$ cat src/rtl/msqrt_pkg.sv
// shared constants, status codes and the modular add helper
// for the modular square root block; no dependencies
package msqrt_pkg;

    localparam int WIDTH = 32;
    localparam int CNT_W = $clog2(WIDTH);
    localparam int M_W   = $clog2(WIDTH) + 1;

    localparam logic [WIDTH-1:0] ONE  = WIDTH'(1);
    localparam logic [WIDTH-1:0] ZERO = '0;

    typedef logic [WIDTH-1:0] word_t;

    localparam logic [1:0] ST_OK     = 2'd0;
    localparam logic [1:0] ST_NONRES = 2'd1;
    localparam logic [1:0] ST_BADMOD = 2'd2;

    // operands below p, one add and one compare-subtract
    function automatic word_t add_mod(input word_t x, input word_t y, input word_t p);
        logic [WIDTH:0] sum;
        logic [WIDTH:0] red;
        sum = {1'b0, x} + {1'b0, y};
        red = sum - {1'b0, p};
        add_mod = (sum >= {1'b0, p}) ? red[WIDTH-1:0] : sum[WIDTH-1:0];
    endfunction

endpackage

$ cat src/rtl/msqrt_in_if.sv
// request channel of the modular square root block
// depends on msqrt_pkg
interface msqrt_in_if;
    import msqrt_pkg::*;
    logic        valid;
    logic        ready;
    logic [31:0] value;
    logic [31:0] modulus;
    modport source (output valid, output value, output modulus, input ready);
    modport sink (input valid, input value, input modulus, output ready);
endinterface

$ cat src/rtl/msqrt_out_if.sv
// result channel of the modular square root block
// depends on msqrt_pkg
interface msqrt_out_if;
    import msqrt_pkg::*;
    logic        valid;
    logic        ready;
    logic [31:0] root;
    logic [1:0]  status;
    modport source (output valid, output root, output status, input ready);
    modport sink (input valid, input root, input status, output ready);
endinterface

$ cat src/rtl/msqrt_mulmod.sv
// bit-serial modular multiplier, one multiplier bit per cycle
// depends on msqrt_pkg
module msqrt_mulmod (
    input  logic                clk,
    input  logic                rst_n,
    input  logic                start,
    input  msqrt_pkg::word_t    x,
    input  msqrt_pkg::word_t    y,
    input  msqrt_pkg::word_t    p,
    output logic                done,
    output msqrt_pkg::word_t    prod
);
    import msqrt_pkg::*;

    word_t            acc_reg, acc_next;
    word_t            x_reg, x_next;
    word_t            y_reg, y_next;
    logic [CNT_W-1:0] cnt_reg, cnt_next;
    logic             busy_reg, busy_next;
    logic             done_reg, done_next;

    always_comb
    begin
        acc_next  = acc_reg;
        x_next    = x_reg;
        y_next    = y_reg;
        cnt_next  = cnt_reg;
        busy_next = busy_reg;
        done_next = 1'b0;
        if (start)
        begin
            acc_next  = ZERO;
            x_next    = x;
            y_next    = y;
            cnt_next  = '0;
            busy_next = 1'b1;
        end
        else if (busy_reg)
        begin
            if (y_reg[0])
                acc_next = add_mod(acc_reg, x_reg, p);
            x_next   = add_mod(x_reg, x_reg, p);
            y_next   = y_reg >> 1;
            cnt_next = cnt_reg + 1'b1;
            if (cnt_reg == CNT_W'(WIDTH - 1))
            begin
                busy_next = 1'b0;
                done_next = 1'b1;
            end
        end
    end

    always_ff @(posedge clk or negedge rst_n)
    begin
        if (!rst_n)
        begin
            busy_reg <= 1'b0;
            done_reg <= 1'b0;
        end
        else
        begin
            busy_reg <= busy_next;
            done_reg <= done_next;
        end
    end

    always_ff @(posedge clk)
    begin
        acc_reg <= acc_next;
        x_reg   <= x_next;
        y_reg   <= y_next;
        cnt_reg <= cnt_next;
    end

    assign done = done_reg;
    assign prod = acc_reg;

`ifndef SYNTHESIS
    a_no_restart: assert property (@(posedge clk) disable iff (!rst_n)
        busy_reg |-> !start) else $error("multiplier restarted while busy");
    a_done_after_busy: assert property (@(posedge clk) disable iff (!rst_n)
        done_reg |-> $past(busy_reg)) else $error("done without a run");
    a_idle_after_done: assert property (@(posedge clk) disable iff (!rst_n)
        done_reg |-> !busy_reg) else $error("busy after done");
`endif

endmodule

$ cat src/rtl/modular_square_root.sv
// modular square root by tonelli-shanks, sequencer and output register
// depends on msqrt_pkg, msqrt_in_if, msqrt_out_if, msqrt_mulmod
//
//  channel | dir | fields                      | notes
//  din     | in  | value[31:0], modulus[31:0]  | ready only while idle
//  dout    | out | root[31:0], status[1:0]     | held in an output register
//
// one request at a time; every modular product runs through the
// bit-serial multiplier and an exponentiation takes up to 2*WIDTH
// products, followed by the tonelli-shanks rounds; a bad modulus skips
// the reduction and goes from idle straight to the finish state
// reset clears the sequencer and the output valid flag
// a result waiting on dout holds the sequencer in its finish state
module modular_square_root (
    input  logic         clk,
    input  logic         rst_n,
    msqrt_in_if.sink     din,
    msqrt_out_if.source  dout
);
    import msqrt_pkg::*;

    localparam logic [4:0] S_IDLE  = 5'd0;
    localparam logic [4:0] S_RED   = 5'd1;
    localparam logic [4:0] S_PW    = 5'd2;
    localparam logic [4:0] S_PWM1  = 5'd3;
    localparam logic [4:0] S_PWM2  = 5'd4;
    localparam logic [4:0] S_CHKA  = 5'd5;
    localparam logic [4:0] S_STRIP = 5'd6;
    localparam logic [4:0] S_CHKZ  = 5'd7;
    localparam logic [4:0] S_GOTC  = 5'd8;
    localparam logic [4:0] S_GOTT  = 5'd9;
    localparam logic [4:0] S_GOTR  = 5'd10;
    localparam logic [4:0] S_LOOP  = 5'd11;
    localparam logic [4:0] S_ORD   = 5'd12;
    localparam logic [4:0] S_ORDW  = 5'd13;
    localparam logic [4:0] S_SQB   = 5'd14;
    localparam logic [4:0] S_SQBW  = 5'd15;
    localparam logic [4:0] S_CW    = 5'd16;
    localparam logic [4:0] S_TW    = 5'd17;
    localparam logic [4:0] S_RW    = 5'd18;
    localparam logic [4:0] S_FIN   = 5'd19;

    logic [4:0]       state_reg, state_next;
    word_t            p_reg, p_next;
    word_t            a_reg, a_next;
    word_t            rem_reg, rem_next;
    logic [CNT_W-1:0] cnt_reg, cnt_next;
    // exponentiation sub-sequence
    word_t            pres_reg, pres_next;
    word_t            pbase_reg, pbase_next;
    word_t            pexp_reg, pexp_next;
    logic [4:0]       pret_reg, pret_next;
    // tonelli-shanks variables
    word_t            q_reg, q_next;
    word_t            z_reg, z_next;
    word_t            c_reg, c_next;
    word_t            t_reg, t_next;
    word_t            r_reg, r_next;
    word_t            t2_reg, t2_next;
    word_t            b_reg, b_next;
    logic [M_W-1:0]   m_reg, m_next;
    logic [M_W-1:0]   i_reg, i_next;
    logic [M_W-1:0]   k_reg, k_next;
    // finished result and output register
    word_t            fin_root_reg, fin_root_next;
    logic [1:0]       fin_st_reg, fin_st_next;
    logic             ov_reg, ov_next;
    logic [31:0]      oroot_reg, oroot_next;
    logic [1:0]       ost_reg, ost_next;

    logic           mul_start;
    word_t          mul_x, mul_y;
    logic           mul_done;
    word_t          mul_prod;
    word_t          pm1;
    word_t          half;
    logic [WIDTH:0] rem2;
    logic [WIDTH:0] rem_sub;
    logic [WIDTH:0] z_inc;
    logic [M_W:0]   kim;

    assign pm1     = p_reg - ONE;
    assign half    = pm1 >> 1;
    assign rem2    = {rem_reg, a_reg[WIDTH-1]};
    assign rem_sub = rem2 - {1'b0, p_reg};
    assign z_inc   = {1'b0, z_reg} + {1'b0, ONE};
    assign kim     = {1'b0, k_reg} + {1'b0, i_reg} + (M_W + 1)'(1);

    msqrt_mulmod u_mul (
        .clk   (clk),
        .rst_n (rst_n),
        .start (mul_start),
        .x     (mul_x),
        .y     (mul_y),
        .p     (p_reg),
        .done  (mul_done),
        .prod  (mul_prod)
    );

    always_comb
    begin
        state_next    = state_reg;
        p_next        = p_reg;
        a_next        = a_reg;
        rem_next      = rem_reg;
        cnt_next      = cnt_reg;
        pres_next     = pres_reg;
        pbase_next    = pbase_reg;
        pexp_next     = pexp_reg;
        pret_next     = pret_reg;
        q_next        = q_reg;
        z_next        = z_reg;
        c_next        = c_reg;
        t_next        = t_reg;
        r_next        = r_reg;
        t2_next       = t2_reg;
        b_next        = b_reg;
        m_next        = m_reg;
        i_next        = i_reg;
        k_next        = k_reg;
        fin_root_next = fin_root_reg;
        fin_st_next   = fin_st_reg;
        ov_next       = ov_reg;
        oroot_next    = oroot_reg;
        ost_next      = ost_reg;
        mul_start     = 1'b0;
        mul_x         = pres_reg;
        mul_y         = pbase_reg;

        if (ov_reg && dout.ready)
            ov_next = 1'b0;

        unique case (state_reg)
            S_IDLE:
            begin
                if (din.valid)
                begin
                    p_next   = din.modulus[WIDTH-1:0];
                    a_next   = din.value[WIDTH-1:0];
                    rem_next = ZERO;
                    cnt_next = '0;
                    // even modulus or modulus one
                    if (!din.modulus[0] || din.modulus[WIDTH-1:0] == ONE)
                    begin
                        fin_root_next = ZERO;
                        fin_st_next   = ST_BADMOD;
                        state_next    = S_FIN;
                    end
                    else
                        state_next = S_RED;
                end
            end
            S_RED:
            begin
                // restoring reduction, one value bit per cycle
                rem_next = (rem2 >= {1'b0, p_reg}) ? rem_sub[WIDTH-1:0]
                                                   : rem2[WIDTH-1:0];
                a_next   = a_reg << 1;
                cnt_next = cnt_reg + 1'b1;
                if (cnt_reg == CNT_W'(WIDTH - 1))
                    state_next = S_CHKA;
            end
            S_PW:
            begin
                if (pexp_reg == ZERO)
                    state_next = pret_reg;
                else if (pexp_reg[0])
                begin
                    mul_start  = 1'b1;
                    state_next = S_PWM1;
                end
                else
                begin
                    mul_start  = 1'b1;
                    mul_x      = pbase_reg;
                    state_next = S_PWM2;
                end
            end
            S_PWM1:
            begin
                mul_x = pbase_reg;
                if (mul_done)
                begin
                    pres_next  = mul_prod;
                    mul_start  = 1'b1;
                    state_next = S_PWM2;
                end
            end
            S_PWM2:
            begin
                if (mul_done)
                begin
                    pbase_next = mul_prod;
                    pexp_next  = pexp_reg >> 1;
                    state_next = S_PW;
                end
            end
            S_CHKA:
            begin
                // first pass through: reduced value is in rem, start euler test
                if (pret_reg != S_CHKA)
                begin
                    a_next     = rem_reg;
                    pres_next  = ONE;
                    pbase_next = rem_reg;
                    pexp_next  = half;
                    pret_next  = S_CHKA;
                    state_next = S_PW;
                end
                else if (pres_reg != ONE)
                begin
                    fin_root_next = ZERO;
                    fin_st_next   = ST_NONRES;
                    state_next    = S_FIN;
                end
                else
                begin
                    q_next     = pm1;
                    m_next     = '0;
                    state_next = S_STRIP;
                end
            end
            S_STRIP:
            begin
                if (!q_reg[0])
                begin
                    q_next = q_reg >> 1;
                    m_next = m_reg + 1'b1;
                end
                else
                begin
                    z_next     = ONE;
                    pres_next  = ONE;
                    pbase_next = ONE;
                    pexp_next  = half;
                    pret_next  = S_CHKZ;
                    state_next = S_PW;
                end
            end
            S_CHKZ:
            begin
                if (pres_reg != ONE)
                begin
                    // non-residue found
                    pres_next  = ONE;
                    pbase_next = z_reg;
                    pexp_next  = q_reg;
                    pret_next  = S_GOTC;
                    state_next = S_PW;
                end
                else if (z_inc == {1'b0, p_reg})
                begin
                    fin_root_next = ZERO;
                    fin_st_next   = ST_NONRES;
                    state_next    = S_FIN;
                end
                else
                begin
                    z_next     = z_inc[WIDTH-1:0];
                    pres_next  = ONE;
                    pbase_next = z_inc[WIDTH-1:0];
                    pexp_next  = half;
                    state_next = S_PW;
                end
            end
            S_GOTC:
            begin
                c_next     = pres_reg;
                pres_next  = ONE;
                pbase_next = a_reg;
                pexp_next  = q_reg;
                pret_next  = S_GOTT;
                state_next = S_PW;
            end
            S_GOTT:
            begin
                t_next     = pres_reg;
                pres_next  = ONE;
                pbase_next = a_reg;
                pexp_next  = (q_reg >> 1) + ONE;
                pret_next  = S_GOTR;
                state_next = S_PW;
            end
            S_GOTR:
            begin
                r_next     = pres_reg;
                state_next = S_LOOP;
            end
            S_LOOP:
            begin
                if (t_reg == ONE)
                begin
                    fin_root_next = r_reg;
                    fin_st_next   = ST_OK;
                    state_next    = S_FIN;
                end
                else if (t_reg == ZERO)
                begin
                    fin_root_next = ZERO;
                    fin_st_next   = ST_NONRES;
                    state_next    = S_FIN;
                end
                else
                begin
                    t2_next    = t_reg;
                    i_next     = M_W'(1);
                    state_next = S_ORD;
                end
            end
            S_ORD:
            begin
                // least order search bounded by m
                mul_x = t2_reg;
                mul_y = t2_reg;
                if (i_reg >= m_reg)
                begin
                    fin_root_next = ZERO;
                    fin_st_next   = ST_NONRES;
                    state_next    = S_FIN;
                end
                else
                begin
                    mul_start  = 1'b1;
                    state_next = S_ORDW;
                end
            end
            S_ORDW:
            begin
                if (mul_done)
                begin
                    t2_next = mul_prod;
                    if (mul_prod == ONE)
                    begin
                        b_next     = c_reg;
                        k_next     = '0;
                        state_next = S_SQB;
                    end
                    else
                    begin
                        i_next     = i_reg + 1'b1;
                        state_next = S_ORD;
                    end
                end
            end
            S_SQB:
            begin
                mul_x     = b_reg;
                mul_y     = b_reg;
                mul_start = 1'b1;
                if (kim < {1'b0, m_reg})
                    state_next = S_SQBW;
                else
                begin
                    m_next     = i_reg;
                    state_next = S_CW;
                end
            end
            S_SQBW:
            begin
                if (mul_done)
                begin
                    b_next     = mul_prod;
                    k_next     = k_reg + 1'b1;
                    state_next = S_SQB;
                end
            end
            S_CW:
            begin
                mul_x = t_reg;
                mul_y = mul_prod;
                if (mul_done)
                begin
                    c_next     = mul_prod;
                    mul_start  = 1'b1;
                    state_next = S_TW;
                end
            end
            S_TW:
            begin
                mul_x = r_reg;
                mul_y = b_reg;
                if (mul_done)
                begin
                    t_next     = mul_prod;
                    mul_start  = 1'b1;
                    state_next = S_RW;
                end
            end
            S_RW:
            begin
                if (mul_done)
                begin
                    r_next     = mul_prod;
                    state_next = S_LOOP;
                end
            end
            S_FIN:
            begin
                // wait for a free output register
                if (!ov_reg || dout.ready)
                begin
                    ov_next    = 1'b1;
                    oroot_next = 32'(fin_root_reg);
                    ost_next   = fin_st_reg;
                    pret_next  = S_IDLE;
                    state_next = S_IDLE;
                end
            end
            default:
                state_next = S_IDLE;
        endcase
    end

    always_ff @(posedge clk or negedge rst_n)
    begin
        if (!rst_n)
        begin
            state_reg <= S_IDLE;
            pret_reg  <= S_IDLE;
            ov_reg    <= 1'b0;
        end
        else
        begin
            state_reg <= state_next;
            pret_reg  <= pret_next;
            ov_reg    <= ov_next;
        end
    end

    always_ff @(posedge clk)
    begin
        p_reg        <= p_next;
        a_reg        <= a_next;
        rem_reg      <= rem_next;
        cnt_reg      <= cnt_next;
        pres_reg     <= pres_next;
        pbase_reg    <= pbase_next;
        pexp_reg     <= pexp_next;
        q_reg        <= q_next;
        z_reg        <= z_next;
        c_reg        <= c_next;
        t_reg        <= t_next;
        r_reg        <= r_next;
        t2_reg       <= t2_next;
        b_reg        <= b_next;
        m_reg        <= m_next;
        i_reg        <= i_next;
        k_reg        <= k_next;
        fin_root_reg <= fin_root_next;
        fin_st_reg   <= fin_st_next;
        oroot_reg    <= oroot_next;
        ost_reg      <= ost_next;
    end

    assign din.ready   = (state_reg == S_IDLE);
    assign dout.valid  = ov_reg;
    assign dout.root   = oroot_reg;
    assign dout.status = ost_reg;

`ifndef SYNTHESIS
    a_red_odd: assert property (@(posedge clk) disable iff (!rst_n)
        state_reg == S_RED |-> p_reg[0]) else $error("reduction with even modulus");
    a_status_code: assert property (@(posedge clk) disable iff (!rst_n)
        dout.valid |-> dout.status != 2'd3) else $error("undefined status code");
    a_root_zero: assert property (@(posedge clk) disable iff (!rst_n)
        dout.valid && dout.status != ST_OK |-> dout.root == 32'd0)
        else $error("nonzero root on failure");
    a_mul_wait: assert property (@(posedge clk) disable iff (!rst_n)
        mul_done |-> state_reg != S_IDLE && state_reg != S_FIN)
        else $error("product arrived with no one waiting");
`endif

endmodule

$ cat src/flat_wrapper.sv
// flat-port wrapper written by rule: the top's interface ports become plain ports
module modular_square_root_flat import msqrt_pkg::*;
  (clk, rst_n, din_valid, din_value, din_modulus, din_ready, dout_valid, dout_root, dout_status, dout_ready);
  msqrt_in_if din_i ();
  msqrt_out_if dout_i ();
  input  logic clk;
  input  logic rst_n;
  input wire logic [$bits(din_i.valid)-1:0] din_valid;
  input wire logic [$bits(din_i.value)-1:0] din_value;
  input wire logic [$bits(din_i.modulus)-1:0] din_modulus;
  output wire logic [$bits(din_i.ready)-1:0] din_ready;
  output wire logic [$bits(dout_i.valid)-1:0] dout_valid;
  output wire logic [$bits(dout_i.root)-1:0] dout_root;
  output wire logic [$bits(dout_i.status)-1:0] dout_status;
  input wire logic [$bits(dout_i.ready)-1:0] dout_ready;
  assign din_i.valid = din_valid;
  assign din_i.value = din_value;
  assign din_i.modulus = din_modulus;
  assign din_ready = din_i.ready;
  assign dout_valid = dout_i.valid;
  assign dout_root = dout_i.root;
  assign dout_status = dout_i.status;
  assign dout_i.ready = dout_ready;
  modular_square_root u_core (.clk(clk), .rst_n(rst_n), .din(din_i), .dout(dout_i));
endmodule
$ cat config.mk
export PLATFORM = sky130hd
export DESIGN_NAME = modular_square_root_flat
export DESIGN_NICKNAME = d
export VERILOG_FILES = /design/src/rtl/msqrt_pkg.sv /design/src/rtl/msqrt_in_if.sv /design/src/rtl/msqrt_out_if.sv /design/src/rtl/msqrt_mulmod.sv /design/src/rtl/modular_square_root.sv /design/src/flat_wrapper.sv
export SDC_FILE = /design/constraint.sdc
export NUM_CORES = 2
export LEC_CHECK = 0
export BUFFER_PORTS_ARGS = -buffer_cell sky130_fd_sc_hd__buf_2
export CORE_UTILIZATION = 46
export CTS_BUF_LIST = sky130_fd_sc_hd__clkbuf_4
export DETAILED_ROUTE_END_ITERATION = 8
export GPL_TIMING_DRIVEN = 0
export SLEW_MARGIN = 20
export SYNTH_ARGS = -nofsm -noshare
export SYNTH_HDL_FRONTEND = slang
export SYNTH_SLANG_ARGS = --single-unit
export TNS_END_PERCENT = 30
$ cat constraint.sdc
create_clock -name clk -period 4.85 [get_ports clk]
set_input_delay 0.7275 -clock clk [delete_from_list [all_inputs] [get_ports clk]]
set_output_delay 0.7275 -clock clk [all_outputs]
set_load 0.005 [all_outputs]
=== Yosys cells after proc, flatten, opt, wreduce, memory -nomap -nowiden ===
Index checks and enable logic that the tools add are counted.

* Register bits: 621
* Word-level logic and storage cells: 278

* Add/sub/neg operators: 15
* Order comparisons: 5
* Equality and inequality tests: 56
* Muxes and demuxes: 123
* Reductions and logical operators: 48

{| class="wikitable"
|+ Operators with widths
! cell !! count
|-
| 2-to-1 mux 32 bit || 41
|-
| case mux 32 bit (2 select lines) || 8
|-
| case mux 32 bit (5 select lines) || 3
|-
| case mux 32 bit (6 select lines) || 2
|-
| case mux 32 bit (3 select lines) || 2
|-
| 2-to-1 mux 5 bit || 25
|-
| >= comparator 33 x 32 -> 1 bit || 3
|-
| == test 32 x 1 -> 1 bit (second input constant) || 3
|-
| subtractor 32 bit || 3
|-
| case mux 5 bit (19 select lines) || 1
|-
| adder 32 x 32 -> 33 bit || 2
|-
| 2-to-1 mux 6 bit || 11
|-
| zero test 32 bit || 2
|-
| == test 5 x 4 -> 1 bit (second input constant) || 8
|-
| inequality test 2 bit (second input constant) || 17
|-
| adder 32 x 1 -> 33 bit (second input constant) || 1
|-
| == test 33 x 32 -> 1 bit || 1
|-
| adder 31 x 1 -> 32 bit (second input constant) || 1
|-
| inequality test 32 x 1 -> 1 bit (second input constant) || 1
|-
| subtractor 32 x 1 -> 32 bit (second input constant) || 1
|-
| == test 5 bit (second input constant) || 6
|-
| case mux 5 bit (6 select lines) || 1
|-
| AND reduction 5 bit || 6
|-
| case mux 6 bit (2 select lines) || 2
|-
| other kinds (35) || 96
|}

=== Depth between registers and ports, before layout ===
* Word-level depth: 5
* Mapped depth: 23

=== Cells and area by module ===
Synthesis repeated with hierarchy kept, for this count alone.

* Cells, all modules: 3890
* Area, all modules: 39344.0 um2

{| class="wikitable"
|+ Modules (own cells, without submodules)
! module !! instances !! cells each !! area an instance (um2)
|-
| modular_square_root || 1 || 2709 || 29259.3
|-
| msqrt_mulmod || 1 || 1181 || 10084.7
|}

=== Worst setup path after synthesis ===
OpenSTA, ideal clock, no wires.

* Path kind: register to register
* Start point: reg u_core.z_reg[0]
* End point: reg u_core.pbase_reg[0] (enable)
* Setup time: 0.468 ns
* Arrival: 4.653 ns
* Data required time: 4.382 ns
* Path slack: -0.271 ns
* Cell stages (with the launch flop): 11
* Cells stage by stage: edfxtp_1 ha_1 nand4_1 nor3_1 nand4_1 xnor3_1 a211oi_1 o2111ai_1 nor4_4 nand4_2 nor3b_1

* Cells in the longest elaborated chain, start to end: 4

{| class="wikitable"
|+ Ends and longest elaborated chain
! element !! line !! source
|-
| start: declaration || modular_square_root.sv:55 || <nowiki>word_t z_reg, z_next;</nowiki>
|-
| start signal: assignment || modular_square_root.sv:440 || <nowiki>z_reg <= z_next;</nowiki>
|-
| adder 32 x 1 -> 33 bit || modular_square_root.sv:86 || <nowiki>assign z_inc = {1'b0, z_reg} + {1'b0, ONE};</nowiki>
|-
| == test 33 x 32 -> 1 bit || modular_square_root.sv:251 || <nowiki>else if (z_inc == {1'b0, p_reg})</nowiki>
|-
| inequality test 3 x 2 -> 1 bit (no source line) || - ||
|-
| AND reduction 5 bit (no source line) || - ||
|-
| end signal: assignment || modular_square_root.sv:437 || <nowiki>pbase_reg <= pbase_next;</nowiki>
|-
| end: declaration || modular_square_root.sv:50 || <nowiki>word_t pbase_reg, pbase_next;</nowiki>
|}

Every way passes these cells.
A chain may end at the register's enable or synchronous reset.

=== Final worst setup path ===
* Start point: reg u_core.u_mul.x_reg[0]
* End point: reg u_core.u_mul.acc_reg[15] (netlist: u_core.u_mul.prod[15])

* Cells in the longest elaborated chain, start to end: 3
* Elaborated cells on any way between the ends: 4
* Classes of those cells: 2 x add/sub; 1 x order compare; 1 x mux

{| class="wikitable"
|+ Ends and longest elaborated chain
! element !! line !! source
|-
| start: declaration || msqrt_mulmod.sv:16 || <nowiki>word_t x_reg, x_next;</nowiki>
|-
| start signal: assignment || msqrt_mulmod.sv:70 || <nowiki>x_reg <= x_next;</nowiki>
|-
| adder 32 x 32 -> 33 bit * || msqrt_pkg.sv:22 || <nowiki>sum = {1'b0, x} + {1'b0, y};</nowiki>
|-
| subtractor 32 bit / >= comparator 33 x 32 -> 1 bit (equally long branches) || msqrt_pkg.sv:23, msqrt_pkg.sv:24 ||
|-
| 2-to-1 mux 32 bit * || msqrt_pkg.sv:24 || <nowiki>add_mod = (sum >= {1'b0, p}) ? red[WIDTH-1:0] : sum[WIDTH-1:0];</nowiki>
|-
| end signal: assignment || msqrt_mulmod.sv:69 || <nowiki>acc_reg <= acc_next;</nowiki>
|-
| end: declaration || msqrt_mulmod.sv:15 || <nowiki>word_t acc_reg, acc_next;</nowiki>
|}

Every way passes the cells marked *; elsewhere a longest branch is shown, timed or not.

==> impl_metrics.yaml <==
clock_tree:
  cts_buffers: 175
  clock_latency_ns: 1.15
  clock-sinks: 620
  cts_buffer_depth: 3
  path_clk_slew_ns: 0.07
  cts_root_buf: "clkbuf_4"
  htree_levels: 4
  cts_tree: "yes"
global_routing:
  grt_use_met1_pct: 48.7
  grt_pass1_wl_mm: 214
  met3_usage_pct: 6.75
  globalRouteTotalUtil_pct: 34.5
  antenna_found_initial: 9
  use_met2_pct: 50.9
  grt_overflow_total: 0
  grt_pass1_vias: 32200
  grt.busiest_layer: "met2"
  grt_max_degree: 39
placement:
  place_hpwl_mm: 114
  dp.cells: 4925
  gp_congestion: 0.987
  place_ws_ns: -1.37
  io_buffer_count: 103
yosys:
  yosysUniqueCellTypes: 98
  synth_edf_count: 571
  syn_nets: 3960
  yosysTopAreaCell: "edfxtp_1"
  ys_top_cells_by_count: "edfxtp_1 (571), nand2_1 (411), nor2_1 (308)"
  yosysWarnings: 0
  ys_seq_elements: 620
  synth.top_cell.area_share_pct: 44.8
  synth_seq_area_share_pct: 47.5
  async_reset_ff_share_pct: 1.94
  syn_area_per_cell_um2: 10.3
  ys.flop_type: "edfxtp_1"
  synthCells: 3732
  yosysMostFrequentCell: "edfxtp_1"
  ys_top_cells_by_area: "edfxtp_1 (45%), ha_1 (5.1%), nand2_1 (4.0%), xnor2_1 (4.0%), mux2_2 (3.8%)"
  synth_area_mm2: 0.0383
outcome:
  status: "finished with violations"
  violations: "negative setup slack"
cells_and_area:
  multi_input_comb_area_mm2: 0.0196
  drive_gt1_share_pct: 18.3
  seq_area_mm2: 0.0182
  num-fill-cells: 7496
  utilization_pct: 54.3
  final_cells: 5368
  fin_nets: 4382
  syn_to_final_growth_pct: 16.7
timing:
  finalCritPeriodShare_pct: 102
  tightestPinTransition_ns: 1.20
  worst_hold_slack_ns: 0.119
  setup_slack_ns: -0.120
  hold_violations: 0
  slew_headroom_pct: 19.9
  rsz0062_at_grt: "yes"
  setup_viol: 55
  drv_slew: 0
  fin_crit_ns: 4.97
  skew_ns: 0.0667
  max_freq_mhz: 201
route:
  drt-pass1-iter-count: 9
  drt_iter0_markers: 4765
  drc: 0
  drt-total-wl_mm: 149
  post_drt_wl_per_cell_um: 27.7
  detail-route-antenna-nets: 0
  via_per_inst: 6.33
  via_count: 34000
power:
  power.internal_mw: 8.31
  power.share.switching_pct: 23.1
  p_leak_nw: 15.3
  p_per_area_mw_per_mm2: 242
  combinationalPowerShare_pct: 1.0
  peakVddDrop_v: 0.000210
  switchingPower_mw: 2.50
  p_clk_share_pct: 45.8
  power_frac_seq_pct: 53.3
setup_path:
  startpoint_type: "register"
  r2r-end: "u_core.u_mul.prod[15]"
  rr_startpoint: "u_core.u_mul.x_reg[0]"
  rrSetupSlack_ns: -0.12
  critical_path_class: "register to register"
  cp_max_fo: 6
  end_kind: "register"
  r2r_cells: 20
  crit_arrival_ns: 5.94
  required_ns: 5.82
floorplanning:
  num_rows: 105
  core_mm2: 0.0822
  die-width_um: 291
  initial_core_util_pct: 46.6
  die_h_um: 291
  die_area_mm2: 0.0844
  io_pins: 104
job:
  maxCapViolCount: 0
min_path:
  hp-class: "input port to asynchronous set/reset pin"
-- area by class of cell --
class	instances	area share (%)
Buffer	209	2.12
Inverter	84	0.706
Clock inverter	55	0.647
Tap cell	1070	3.00
Multi-Input combinational cell	2818	43.9
Antenna cell	10	0.0560
Timing Repair Buffer	246	4.49
Clock buffer	256	4.30
Sequential cell	620	40.8
-- power groups by stage --
stage	registers (mW)	clock network (mW)	logic, mW
finish	5.75	4.95	0.104
global route	5.75	5.29	0.109
CTS	5.75	5.03	0.100
detailed placement	5.87	0	0.0587
global placement	5.87	0	0.0584
floorplan	5.87	0	0.0139
-- through the flow --
step                cell area (µm²)  TNS [ns]  total power [mW]
CTS                           44000  -0.00956              10.9
global route                  44700     -9.29              11.1
finish                        44700     -2.64              10.8
global placement              40200   -376.70              5.93
floorplan                     38300     -8.62              5.88
detailed placement            40600    -40.31              5.93
-- layout by cell type (no fill, tap or decap), drive strengths merged, types with 85 or more instances in the layout --
cell type and n:
o21ai 179, buf 219, nand2 413, edfxtp 571, xnor2 174, a21oi 205
ha 155, mux2 128, nor2 308, xor2 93, clkbuf 426, a31oi 85
inv 90, nand3 114
-- logic make-up (layout without fill, tap and decap cells) --
family                     Yosys count  count (layout)  share of synthesized area [%]
buffers and inverters              294             850                           3.22
AOI/OAI and AO/OA                  950             950                           16.7
adders and majority gates          160             160                           5.33
muxes                              164             164                           4.71
other                                0              10                              0
and+or+nand+nor                   1276            1276                           16.3
DFF                                620             620                           47.5
xor gates and xnor gates           268             268                           6.19
-- per-layer routing --
metal,routed length [µm],vias to the layer above
met5,53,-
met4,7160,8
met3,15900,318
met2,63600,2040
met1,61800,16500
li1,-,15100
-- how the worst max path moves through the flow --
stage,startpoint,end,slack [ns],cells past startpoint
global placement,u_core.z_reg[0],u_core.pexp_reg[29],-2.52,10
CTS,u_core.u_mul.x_reg[0],u_core.u_mul.prod[28],-0.005,21
finish,u_core.u_mul.x_reg[0],u_core.u_mul.prod[15],-0.12,20
global route,u_core.u_mul.x_reg[8],u_core.u_mul.prod[15],-0.25,19
floorplan,u_core.z_reg[0],u_core.pexp_reg[0],-0.27,10
detailed placement,u_core.u_mul.prod[10],u_core.u_mul.prod[9],-1.37,18
-- critical path, stage by stage (launching register included) --
cell	delay, ns
edfxtp_1	0.48
ha_2	0.25
fa_2	0.38
a211oi_4	0.29
o21ai_4	0.13
o22ai_4	0.21
nand2_2	0.08
a211o_1	0.26
a21boi_4	0.16
xor2_2	0.29
ha_4	0.26
o211ai_1	0.25
nor2_2	0.08
a211oi_2	0.32
a31oi_2	0.18
or2_4	0.30
o21ai_4	0.20
nand2_4	0.13
clkbuf_16	0.26
mux2i_1	0.18
a21oi_1	0.08
-- what timing repair did --
item | in CTS | in global routing
pin swaps | 40 | 73
buffers inserted | 35 | 19
cloned | 0 | 3
endpoints found under the setup margin | 32 | 159
hold buffers | 66 | 0
resized for setup | 74 | 92
hold endpoints to repair | 77 | 0
Power figures use the tool's default switching activity.
